## src/ptw_pkg.sv

```systemverilog
// shared constants, types and address helpers of the page table walker
`default_nettype none
package ptw_pkg;

    localparam int XLEN        = 64;
    localparam bit IS_SV39     = (XLEN >= 64);
    localparam int IDX_BITS    = IS_SV39 ? 9 : 10;
    localparam int PAGE_SHIFT  = 12;
    localparam int TOP_SHIFT   = IS_SV39 ? (9 + 9 + 12) : (10 + 12);
    localparam int ENTRY_SHIFT = IS_SV39 ? 3 : 2;
    localparam int SHIFT_W     = 5;

    localparam logic [63:0] ADDR_MASK = IS_SV39 ? 64'hFFFF_FFFF_FFFF_FFFF
                                                : 64'h0000_0000_FFFF_FFFF;
    localparam logic [63:0] IDX_MASK  = (64'd1 << IDX_BITS) - 64'd1;
    localparam logic [63:0] PAGE_MASK = 64'hFFF;

    localparam logic [3:0] PTE_FLAG_MASK = 4'hF;
    localparam logic [3:0] PTE_POINTER   = 4'h1;
    localparam logic [3:0] SATP_MODE_SV39 = 4'h8;

    localparam logic OP_TRANSLATE = 1'b0;
    localparam logic OP_RESPONSE  = 1'b1;

    localparam int QUEUE_DEPTH = 2;
    localparam int QPTR_W      = $clog2(QUEUE_DEPTH);
    localparam int QCNT_W      = $clog2(QUEUE_DEPTH + 1);

    typedef enum logic [1:0] {
        KIND_READ_REQ = 2'd0,
        KIND_DONE     = 2'd1,
        KIND_REJECT   = 2'd2
    } t_kind;

    // classified beat handed from front to back
    typedef struct packed {
        logic        is_resp;
        logic        paged;
        logic        pointer;
        logic [63:0] addr;
        logic [63:0] va;
    } t_item;

    function automatic logic satp_paged(input logic [63:0] satp);
        logic paged;
        if (IS_SV39) begin
            paged = (satp[63:60] == SATP_MODE_SV39);
        end else begin
            paged = satp[31];
        end
        return paged;
    endfunction

    function automatic logic [63:0] root_base(input logic [63:0] satp);
        logic [63:0] base;
        if (IS_SV39) begin
            base = {{8{satp[43]}}, satp[43:0], 12'h000};
        end else begin
            base = {32'h0, satp[19:0], 12'h000};
        end
        return base;
    endfunction

    function automatic logic [63:0] pte_page(input logic [63:0] pte);
        logic [63:0] page;
        if (IS_SV39) begin
            page = {{8{pte[53]}}, pte[53:10], 12'h000};
        end else begin
            page = {32'h0, pte[29:10], 12'h000};
        end
        return page;
    endfunction

    function automatic logic [63:0] entry_addr(input logic [63:0] base,
                                               input logic [63:0] va,
                                               input logic [SHIFT_W-1:0] shift);
        logic [63:0] idx;
        idx = (va >> shift) & IDX_MASK;
        return (base + (idx << ENTRY_SHIFT)) & ADDR_MASK;
    endfunction

endpackage
`default_nettype wire

```

## src/page_table_walker_unit.sv

```systemverilog
// Page table walker (Sv39 at XLEN 64, Sv32 at XLEN 32), no permission or fault checks.
// One beat is accepted per clock while the queue has room: the front end decodes it and
// precomputes its address into a two-entry queue, and the back end retires one queued
// beat per clock into the output register while the output is not stalled, so each
// beat gives one result beat. Throughput is set by the back end's single step per beat.
// The user must write translation_control through i_cfg_we/i_cfg_wdata only while no
// beat is in flight; the block does not enforce this.
`default_nettype none
module page_table_walker_unit (
    input  wire logic          i_clk,
    input  wire logic          i_rst_n,
    input  wire logic          i_cfg_we,
    input  wire logic [63:0]   i_cfg_wdata,
    input  wire logic          i_s_tvalid,
    output logic               o_s_tready,
    input  wire logic [127:0]  i_s_tdata,   // virtual_address, entry_word
    input  wire logic          i_s_tuser,   // operation
    output logic               o_m_tvalid,
    input  wire logic          i_m_tready,
    output logic [63:0]        o_m_tdata,   // out_address
    output logic [1:0]         o_m_tuser    // result_kind
);

    logic [63:0]    r_satp;
    ptw_pkg::t_item front_item;
    ptw_pkg::t_item queue_item;
    logic           queue_valid;
    logic           back_ready;

    always_ff @(posedge i_clk) begin
        if (!i_rst_n) begin
            r_satp <= '0;
        end else if (i_cfg_we) begin
            r_satp <= i_cfg_wdata;
        end
    end

    ptw_front u_front (
        .i_satp (r_satp),
        .i_op   (i_s_tuser),
        .i_va   (i_s_tdata[63:0]),
        .i_pte  (i_s_tdata[127:64]),
        .o_item (front_item)
    );

    ptw_queue u_queue (
        .i_clk      (i_clk),
        .i_rst_n    (i_rst_n),
        .i_wr_valid (i_s_tvalid),
        .o_wr_ready (o_s_tready),
        .i_wr_item  (front_item),
        .o_rd_valid (queue_valid),
        .i_rd_ready (back_ready),
        .o_rd_item  (queue_item)
    );

    ptw_back u_back (
        .i_clk      (i_clk),
        .i_rst_n    (i_rst_n),
        .i_valid    (queue_valid),
        .o_ready    (back_ready),
        .i_item     (queue_item),
        .o_m_tvalid (o_m_tvalid),
        .i_m_tready (i_m_tready),
        .o_m_tdata  (o_m_tdata),
        .o_m_tuser  (o_m_tuser)
    );

endmodule
`default_nettype wire

```

## src/ptw_front.sv

```systemverilog
// front end: decodes an input beat and precomputes its addresses
`default_nettype none
module ptw_front (
    input  wire logic [63:0]   i_satp,
    input  wire logic          i_op,
    input  wire logic [63:0]   i_va,
    input  wire logic [63:0]   i_pte,
    output ptw_pkg::t_item     o_item
);

    logic        paged;
    logic [63:0] va;
    logic [63:0] root_entry;

    always_comb begin
        paged      = ptw_pkg::satp_paged(i_satp);
        va         = i_va & ptw_pkg::ADDR_MASK;
        root_entry = ptw_pkg::entry_addr(ptw_pkg::root_base(i_satp), va,
                                         ptw_pkg::SHIFT_W'(ptw_pkg::TOP_SHIFT));

        o_item.is_resp = (i_op == ptw_pkg::OP_RESPONSE);
        o_item.paged   = paged;
        o_item.pointer = ((i_pte[3:0] & ptw_pkg::PTE_FLAG_MASK) == ptw_pkg::PTE_POINTER);
        o_item.va      = va;
        if (i_op == ptw_pkg::OP_RESPONSE) begin
            o_item.addr = ptw_pkg::pte_page(i_pte);
        end else if (paged) begin
            o_item.addr = root_entry;
        end else begin
            o_item.addr = va;
        end
    end

endmodule
`default_nettype wire

```

## src/ptw_queue.sv

```systemverilog
// small fifo between front and back
`default_nettype none
module ptw_queue (
    input  wire logic          i_clk,
    input  wire logic          i_rst_n,
    input  wire logic          i_wr_valid,
    output logic               o_wr_ready,
    input  wire ptw_pkg::t_item i_wr_item,
    output logic               o_rd_valid,
    input  wire logic          i_rd_ready,
    output ptw_pkg::t_item     o_rd_item
);

    ptw_pkg::t_item                  r_mem [ptw_pkg::QUEUE_DEPTH];
    logic [ptw_pkg::QPTR_W-1:0]      r_wr_ptr, n_wr_ptr;
    logic [ptw_pkg::QPTR_W-1:0]      r_rd_ptr, n_rd_ptr;
    logic [ptw_pkg::QCNT_W-1:0]      r_count, n_count;
    logic                            push, pop;

    always_comb begin
        o_wr_ready = (r_count != ptw_pkg::QCNT_W'(ptw_pkg::QUEUE_DEPTH));
        o_rd_valid = (r_count != '0);
        o_rd_item  = r_mem[r_rd_ptr];
        push       = i_wr_valid && o_wr_ready;
        pop        = o_rd_valid && i_rd_ready;

        n_wr_ptr = r_wr_ptr;
        if (push) begin
            n_wr_ptr = (r_wr_ptr == ptw_pkg::QPTR_W'(ptw_pkg::QUEUE_DEPTH - 1))
                       ? '0 : r_wr_ptr + 1'b1;
        end
        n_rd_ptr = r_rd_ptr;
        if (pop) begin
            n_rd_ptr = (r_rd_ptr == ptw_pkg::QPTR_W'(ptw_pkg::QUEUE_DEPTH - 1))
                       ? '0 : r_rd_ptr + 1'b1;
        end
        n_count = r_count;
        if (push && !pop) begin
            n_count = r_count + 1'b1;
        end else if (pop && !push) begin
            n_count = r_count - 1'b1;
        end
    end

    always_ff @(posedge i_clk) begin
        if (!i_rst_n) begin
            r_wr_ptr <= '0;
            r_rd_ptr <= '0;
            r_count  <= '0;
        end else begin
            r_wr_ptr <= n_wr_ptr;
            r_rd_ptr <= n_rd_ptr;
            r_count  <= n_count;
        end
    end

    always_ff @(posedge i_clk) begin
        if (push) begin
            r_mem[r_wr_ptr] <= i_wr_item;
        end
    end

endmodule
`default_nettype wire

```

## src/ptw_back.sv

```systemverilog
// back end: walk state and the registered result beat
`default_nettype none
module ptw_back (
    input  wire logic          i_clk,
    input  wire logic          i_rst_n,
    input  wire logic          i_valid,
    output logic               o_ready,
    input  wire ptw_pkg::t_item i_item,
    output logic               o_m_tvalid,
    input  wire logic          i_m_tready,
    output logic [63:0]        o_m_tdata,
    output logic [1:0]         o_m_tuser
);

    logic                          r_busy, n_busy;
    logic [63:0]                   r_saved_va, n_saved_va;
    logic [ptw_pkg::SHIFT_W-1:0]   r_shift, n_shift;
    logic                          r_out_valid, n_out_valid;
    ptw_pkg::t_kind                r_out_kind, n_out_kind;
    logic [63:0]                   r_out_addr, n_out_addr;

    logic                          pop;
    logic [ptw_pkg::SHIFT_W-1:0]   next_shift;
    logic                          go_deeper;
    logic [63:0]                   low_mask;

    always_comb begin
        pop        = i_valid && (!r_out_valid || i_m_tready);
        o_ready    = !r_out_valid || i_m_tready;
        next_shift = r_shift - ptw_pkg::SHIFT_W'(ptw_pkg::IDX_BITS);
        go_deeper  = i_item.pointer &&
                     (r_shift >= ptw_pkg::SHIFT_W'(ptw_pkg::PAGE_SHIFT + ptw_pkg::IDX_BITS));
        low_mask   = (64'd1 << r_shift) - 64'd1;

        n_busy      = r_busy;
        n_saved_va  = r_saved_va;
        n_shift     = r_shift;
        n_out_valid = r_out_valid && !i_m_tready;
        n_out_kind  = r_out_kind;
        n_out_addr  = r_out_addr;

        if (pop) begin
            n_out_valid = 1'b1;
            n_out_kind  = ptw_pkg::KIND_REJECT;
            n_out_addr  = '0;
            if (!i_item.is_resp && !r_busy) begin
                if (!i_item.paged) begin
                    n_out_kind = ptw_pkg::KIND_DONE;
                    n_out_addr = i_item.addr;
                end else begin
                    n_out_kind = ptw_pkg::KIND_READ_REQ;
                    n_out_addr = i_item.addr;
                    n_busy     = 1'b1;
                    n_saved_va = i_item.va;
                    n_shift    = ptw_pkg::SHIFT_W'(ptw_pkg::TOP_SHIFT);
                end
            end else if (i_item.is_resp && r_busy) begin
                if (go_deeper) begin
                    n_out_kind = ptw_pkg::KIND_READ_REQ;
                    n_out_addr = ptw_pkg::entry_addr(i_item.addr, r_saved_va, next_shift);
                    n_shift    = next_shift;
                end else begin
                    n_out_kind = ptw_pkg::KIND_DONE;
                    n_out_addr = (i_item.addr | (r_saved_va & low_mask)) &
                                 ptw_pkg::ADDR_MASK;
                    n_busy     = 1'b0;
                    n_shift    = '0;
                end
            end
        end

        o_m_tvalid = r_out_valid;
        o_m_tdata  = r_out_addr;
        o_m_tuser  = r_out_kind;
    end

    always_ff @(posedge i_clk) begin
        if (!i_rst_n) begin
            r_busy      <= 1'b0;
            r_saved_va  <= '0;
            r_shift     <= '0;
            r_out_valid <= 1'b0;
            r_out_kind  <= ptw_pkg::KIND_READ_REQ;
        end else begin
            r_busy      <= n_busy;
            r_saved_va  <= n_saved_va;
            r_shift     <= n_shift;
            r_out_valid <= n_out_valid;
            r_out_kind  <= n_out_kind;
        end
    end

    always_ff @(posedge i_clk) begin
        r_out_addr <= n_out_addr;
    end

    a_idle_shift_zero: assert property (@(posedge i_clk) disable iff (!i_rst_n)
        !r_busy |-> (r_shift == '0))
        else $error("level shift not cleared while idle");

    a_busy_shift_range: assert property (@(posedge i_clk) disable iff (!i_rst_n)
        r_busy |-> (r_shift >= ptw_pkg::SHIFT_W'(ptw_pkg::PAGE_SHIFT) &&
                    r_shift <= ptw_pkg::SHIFT_W'(ptw_pkg::TOP_SHIFT)))
        else $error("level shift out of range during walk");

    a_translate_busy_rejects: assert property (@(posedge i_clk) disable iff (!i_rst_n)
        (pop && r_busy && !i_item.is_resp) |=>
            (r_out_valid && r_out_kind == ptw_pkg::KIND_REJECT && r_out_addr == '0))
        else $error("translate during walk not rejected");

    a_resp_idle_rejects: assert property (@(posedge i_clk) disable iff (!i_rst_n)
        (pop && !r_busy && i_item.is_resp) |=>
            (r_out_valid && r_out_kind == ptw_pkg::KIND_REJECT && !r_busy))
        else $error("response while idle not rejected");

endmodule
`default_nettype wire
```

## config.mk

```make
export PLATFORM = sky130hd
export DESIGN_NAME = page_table_walker_unit
export DESIGN_NICKNAME = d
export VERILOG_FILES = /design/src/ptw_pkg.sv /design/src/page_table_walker_unit.sv /design/src/ptw_front.sv /design/src/ptw_queue.sv /design/src/ptw_back.sv
export SDC_FILE = /design/constraint.sdc
export NUM_CORES = 1
export LEC_CHECK = 0
export CORE_MARGIN = 2
export CORE_UTILIZATION = 35
export DETAILED_ROUTE_END_ITERATION = 7
export DONT_BUFFER_PORTS = 1
export SLEW_MARGIN = 0
export SYNTH_ARGS = -nofsm -noshare
export SYNTH_HDL_FRONTEND = slang
export SYNTH_SLANG_ARGS = --single-unit
```

## constraint.sdc

```tcl
create_clock -name i_clk -period 18.1 [get_ports i_clk]
set_input_delay 1.81 -clock i_clk [delete_from_list [all_inputs] [get_ports i_clk]]
set_output_delay 1.81 -clock i_clk [all_outputs]
set_load 0.05 [all_outputs]
```

==> impl_metrics.json <==
{
  "num_io_pins": 266,
  "internal-power_uw": 2518,
  "r2r_slack_ns": 10.85,
  "drive_gt1_share_pct": 10.32,
  "final_cell_mix": "edfxtp_1, nand2_1, mux2i_1",
  "via_per_inst": 5.651,
  "std_cell_rows": 93,
  "seqPwrFrac_pct": 42.4,
  "grt_util_met1_pct": 27.30,
  "drtPass1Iterations": 5,
  "clkSinkCount": 452,
  "p_sw_uw": 1788,
  "overflow": 0,
  "cts_post_setup_buffers_inserted": 0,
  "die_h_um": 259.1,
  "antenna_found_initial": 6,
  "dieArea_mm2": 0.06715,
  "cts_buffer_depth": 3,
  "clkLatencyLatePin_ns": 0.60,
  "maxSlewViolCount": 0,
  "hold_viol": 0,
  "pwr-share-comb_pct": 33.8,
  "synth_edf_count": 326,
  "finalSetupTns_ns": 0,
  "timing.fmax_mhz": 137.8,
  "gr-usage-met2_pct": 32.93,
  "grt_usage_pct": 20.52,
  "synth_area_mm2": 0.02278,
  "min_path_type": "flip-flop to flip-flop",
  "cts_made_buffers": 49,
  "start_util_pct": 35.40,
  "die_w_um": 259.1,
  "worstReg2RegEnd": "u_back.o_m_tdata[59]$_DFFE_PP_",
  "rsz0062_at_grt": "no",
  "fin_nets": 2176,
  "root_buffer": "clkbuf_16",
  "worst_pin_slew_ns": 1.059,
  "gp_congestion": 0.8945,
  "critPathRequiredTime_ns": 18.48,
  "synth_ff_type": "edfxtp_1",
  "finalSetupViolCount": 0,
  "cts_tree": "yes",
  "holdBufCountCts": 0,
  "outcome": "completed",
  "detail_route.iter0.violations": 1364,
  "path_clk_slew_ns": 0.06,
  "drc": 0,
  "crit_path_end_kind": "flip-flop",
  "yosysSeqAreaShare_pct": 54.04,
  "dp_hpwl_um": 49760,
  "busiest_layer": "met2",
  "cp-endpoint": "u_back.o_m_tdata[59]$_DFFE_PP_",
  "worst-r2r-cell-count": 20,
  "r2r-start": "u_back.r_shift[0]$_SDFFE_PN0P_",
  "port_buffers": 0,
  "power_density_mw_per_mm2": 170.5,
  "slew_headroom_pct": 29.37,
  "path_class": "flip-flop to flip-flop",
  "synth_nets": 2224,
  "start_kind": "flip-flop",
  "final_common_cell": "edfxtp_1",
  "core_area_mm2": 0.06435,
  "synthCells": 2004,
  "grt_pass1_wl_um": 103600,
  "fin_skew_ns": 0.03024,
  "finalCritPeriodShare_pct": 40.08,
  "h-tree-depth": 2,
  "cp_max_fo": 43,
  "drt_wl_total_um": 70170,
  "drv_cap": 0,
  "worst_slack_ns": 10.85,
  "synth.yosys.warnings": 0,
  "power_leakage_uw": 0.009479,
  "arrival_ns": 7.64,
  "cp-startpoint": "u_back.r_shift[0]$_SDFFE_PN0P_",
  "pre_cts_ws_ns": 10.95,
  "ant_nets": 0,
  "wl_per_cell_um": 24.60,
  "areaGrowthSynthToFinish_pct": 10.81,
  "grt_max_degree": 128,
  "synth_area_per_cell_um2": 11.37,
  "synth_cell_types": 99,
  "grt_pass1_vias": 15870,
  "ys_async_sr_fraction_pct": 0,
  "vias": 16120,
  "p_total_uw": 4305,
  "clockPowerShare_pct": 23.9,
  "power.share.switching_pct": 41.52,
  "met3_usage_pct": 5.429,
  "ys_seq_elements": 452,
  "fin_util_pct": 39.23,
  "ctsResizeCount": 0,
  "post-route-min-period_ns": 7.255,
  "vdd_drop_max_mv": 0.07679
}
-- routing by layer --
metal	up-vias	part of all wire, %
met5	-	0.017
met4	2	2.6
met3	109	7.8
met2	560	47
met1	7992	43
li1	7460	-
-- power groups by stage --
stage | combinational [uW] | sequential [uW] | clock, uW
2_1_floorplan | 1060 | 1760 | 0
4_1_cts | 1450 | 1830 | 1050
6_report | 1450 | 1820 | 1030
5_1_grt | 1580 | 1850 | 1090
3_3_place_gp | 1430 | 1840 | 0
3_5_place_dp | 1440 | 1850 | 0
-- synthesized netlist by cell type (17+ instances only) --
cell / count / area [um2]
nor3_1: 21 / 105.1
clkbuf_1: 83 / 311.6
mux2i_1: 225 / 2252
a31oi_1: 20 / 125.1
o211a_1: 69 / 690.7
dfxtp_1: 126 / 2522
o21ai_0: 110 / 550.5
a21oi_1: 116 / 580.6
nand3_1: 45 / 225.2
mux2_2: 42 / 473.0
a211oi_1: 17 / 127.6
nor2_1: 71 / 266.5
nand2_1: 258 / 968.4
ha_1: 21 / 262.8
edfxtp_1: 326 / 9789
nor2b_1: 66 / 412.9
inv_1: 29 / 108.9
buf_2: 27 / 135.1
-- critical path, stage by stage (launching register included) --
cell and delay [ns]:
dfxtp_1 0.31, buf_4 0.42, inv_1 0.44, ha_2 0.51, buf_4 0.51, mux2i_1 0.29, nand2_1 0.12, o21ai_0 0.13
mux4_2 0.55, mux2i_1 0.26, ha_1 0.26, inv_1 0.07, fa_1 0.39, nand2b_1 0.21, a211oi_2 0.41, o211ai_2 0.11
buf_4 0.22, nor4b_4 0.81, nand4_2 0.29, o311a_1 0.38, a2111oi_2 0.27
-- metrics by stage --
stage / hold slack, ns / instances / instance area [um2]
6_report: 0.5029 / 2853 / 25250
3_5_place_dp: 0.4893 / 2760 / 23580
5_1_grt: 0.5090 / 2851 / 25240
3_3_place_gp: 0.4872 / 2760 / 23580
2_1_floorplan: 0.4674 / 2004 / 22780
4_1_cts: 0.5032 / 2851 / 25240
-- registers in the layout, indices dropped and copies added, names as in the netlist, named ones only --
signal,cells
r_satp,48
u_back.r_busy,1
u_queue.r_mem,262
u_queue.r_rd_ptr,1
u_back.r_saved_va,64
u_back.o_m_tuser,2
u_back.r_shift,5
u_back.o_m_tdata,64
u_back.o_m_tvalid,1
u_queue.r_wr_ptr,1
u_queue.r_count,2
-- worst min path at each step --
stage	slack, ns	from	end	cells after the start
4_1_cts	0.50	u_back.r_saved_va[63]$_SDFFE_PN0P_	u_back.r_saved_va[63]$_SDFFE_PN0P_	1
3_5_place_dp	0.49	u_back.r_saved_va[63]$_SDFFE_PN0P_	u_back.r_saved_va[63]$_SDFFE_PN0P_	1
3_3_place_gp	0.49	u_back.r_saved_va[59]$_SDFFE_PN0P_	u_back.r_saved_va[59]$_SDFFE_PN0P_	1
6_report	0.50	u_back.r_saved_va[63]$_SDFFE_PN0P_	u_back.r_saved_va[63]$_SDFFE_PN0P_	1
2_1_floorplan	0.47	u_back.r_saved_va[55]$_SDFFE_PN0P_	u_back.r_saved_va[55]$_SDFFE_PN0P_	1
5_1_grt	0.51	u_back.r_saved_va[63]$_SDFFE_PN0P_	u_back.r_saved_va[63]$_SDFFE_PN0P_	1
-- kinds of logic (layout without fill, tap and decap cells) --
logic type	Yosys count	count (layout)	synth area share, %
and+or+nand+nor	601	601	13.37
AOI/OAI and AO/OA	466	466	14.20
DFF	452	452	54.04
muxes	281	281	13.35
buffers and inverters	159	151	2.916
xor gates and xnor gates	23	23	0.8842
adders and majority gates	22	22	1.241
other	0	2	0
-- final cells by class --
cell class                      count  area [um2]
Clock buffer                       69        1384
Clock inverter                     22       272.8
Fill cell                        6127       39100
Tap cell                          855        1070
Inverter                           30       112.6
Antenna cell                        2       5.005
Timing Repair Buffer               30       237.7
Sequential cell                   452       12320
Multi-Input combinational cell   1393        9848
Power figures use the tool's default switching activity.
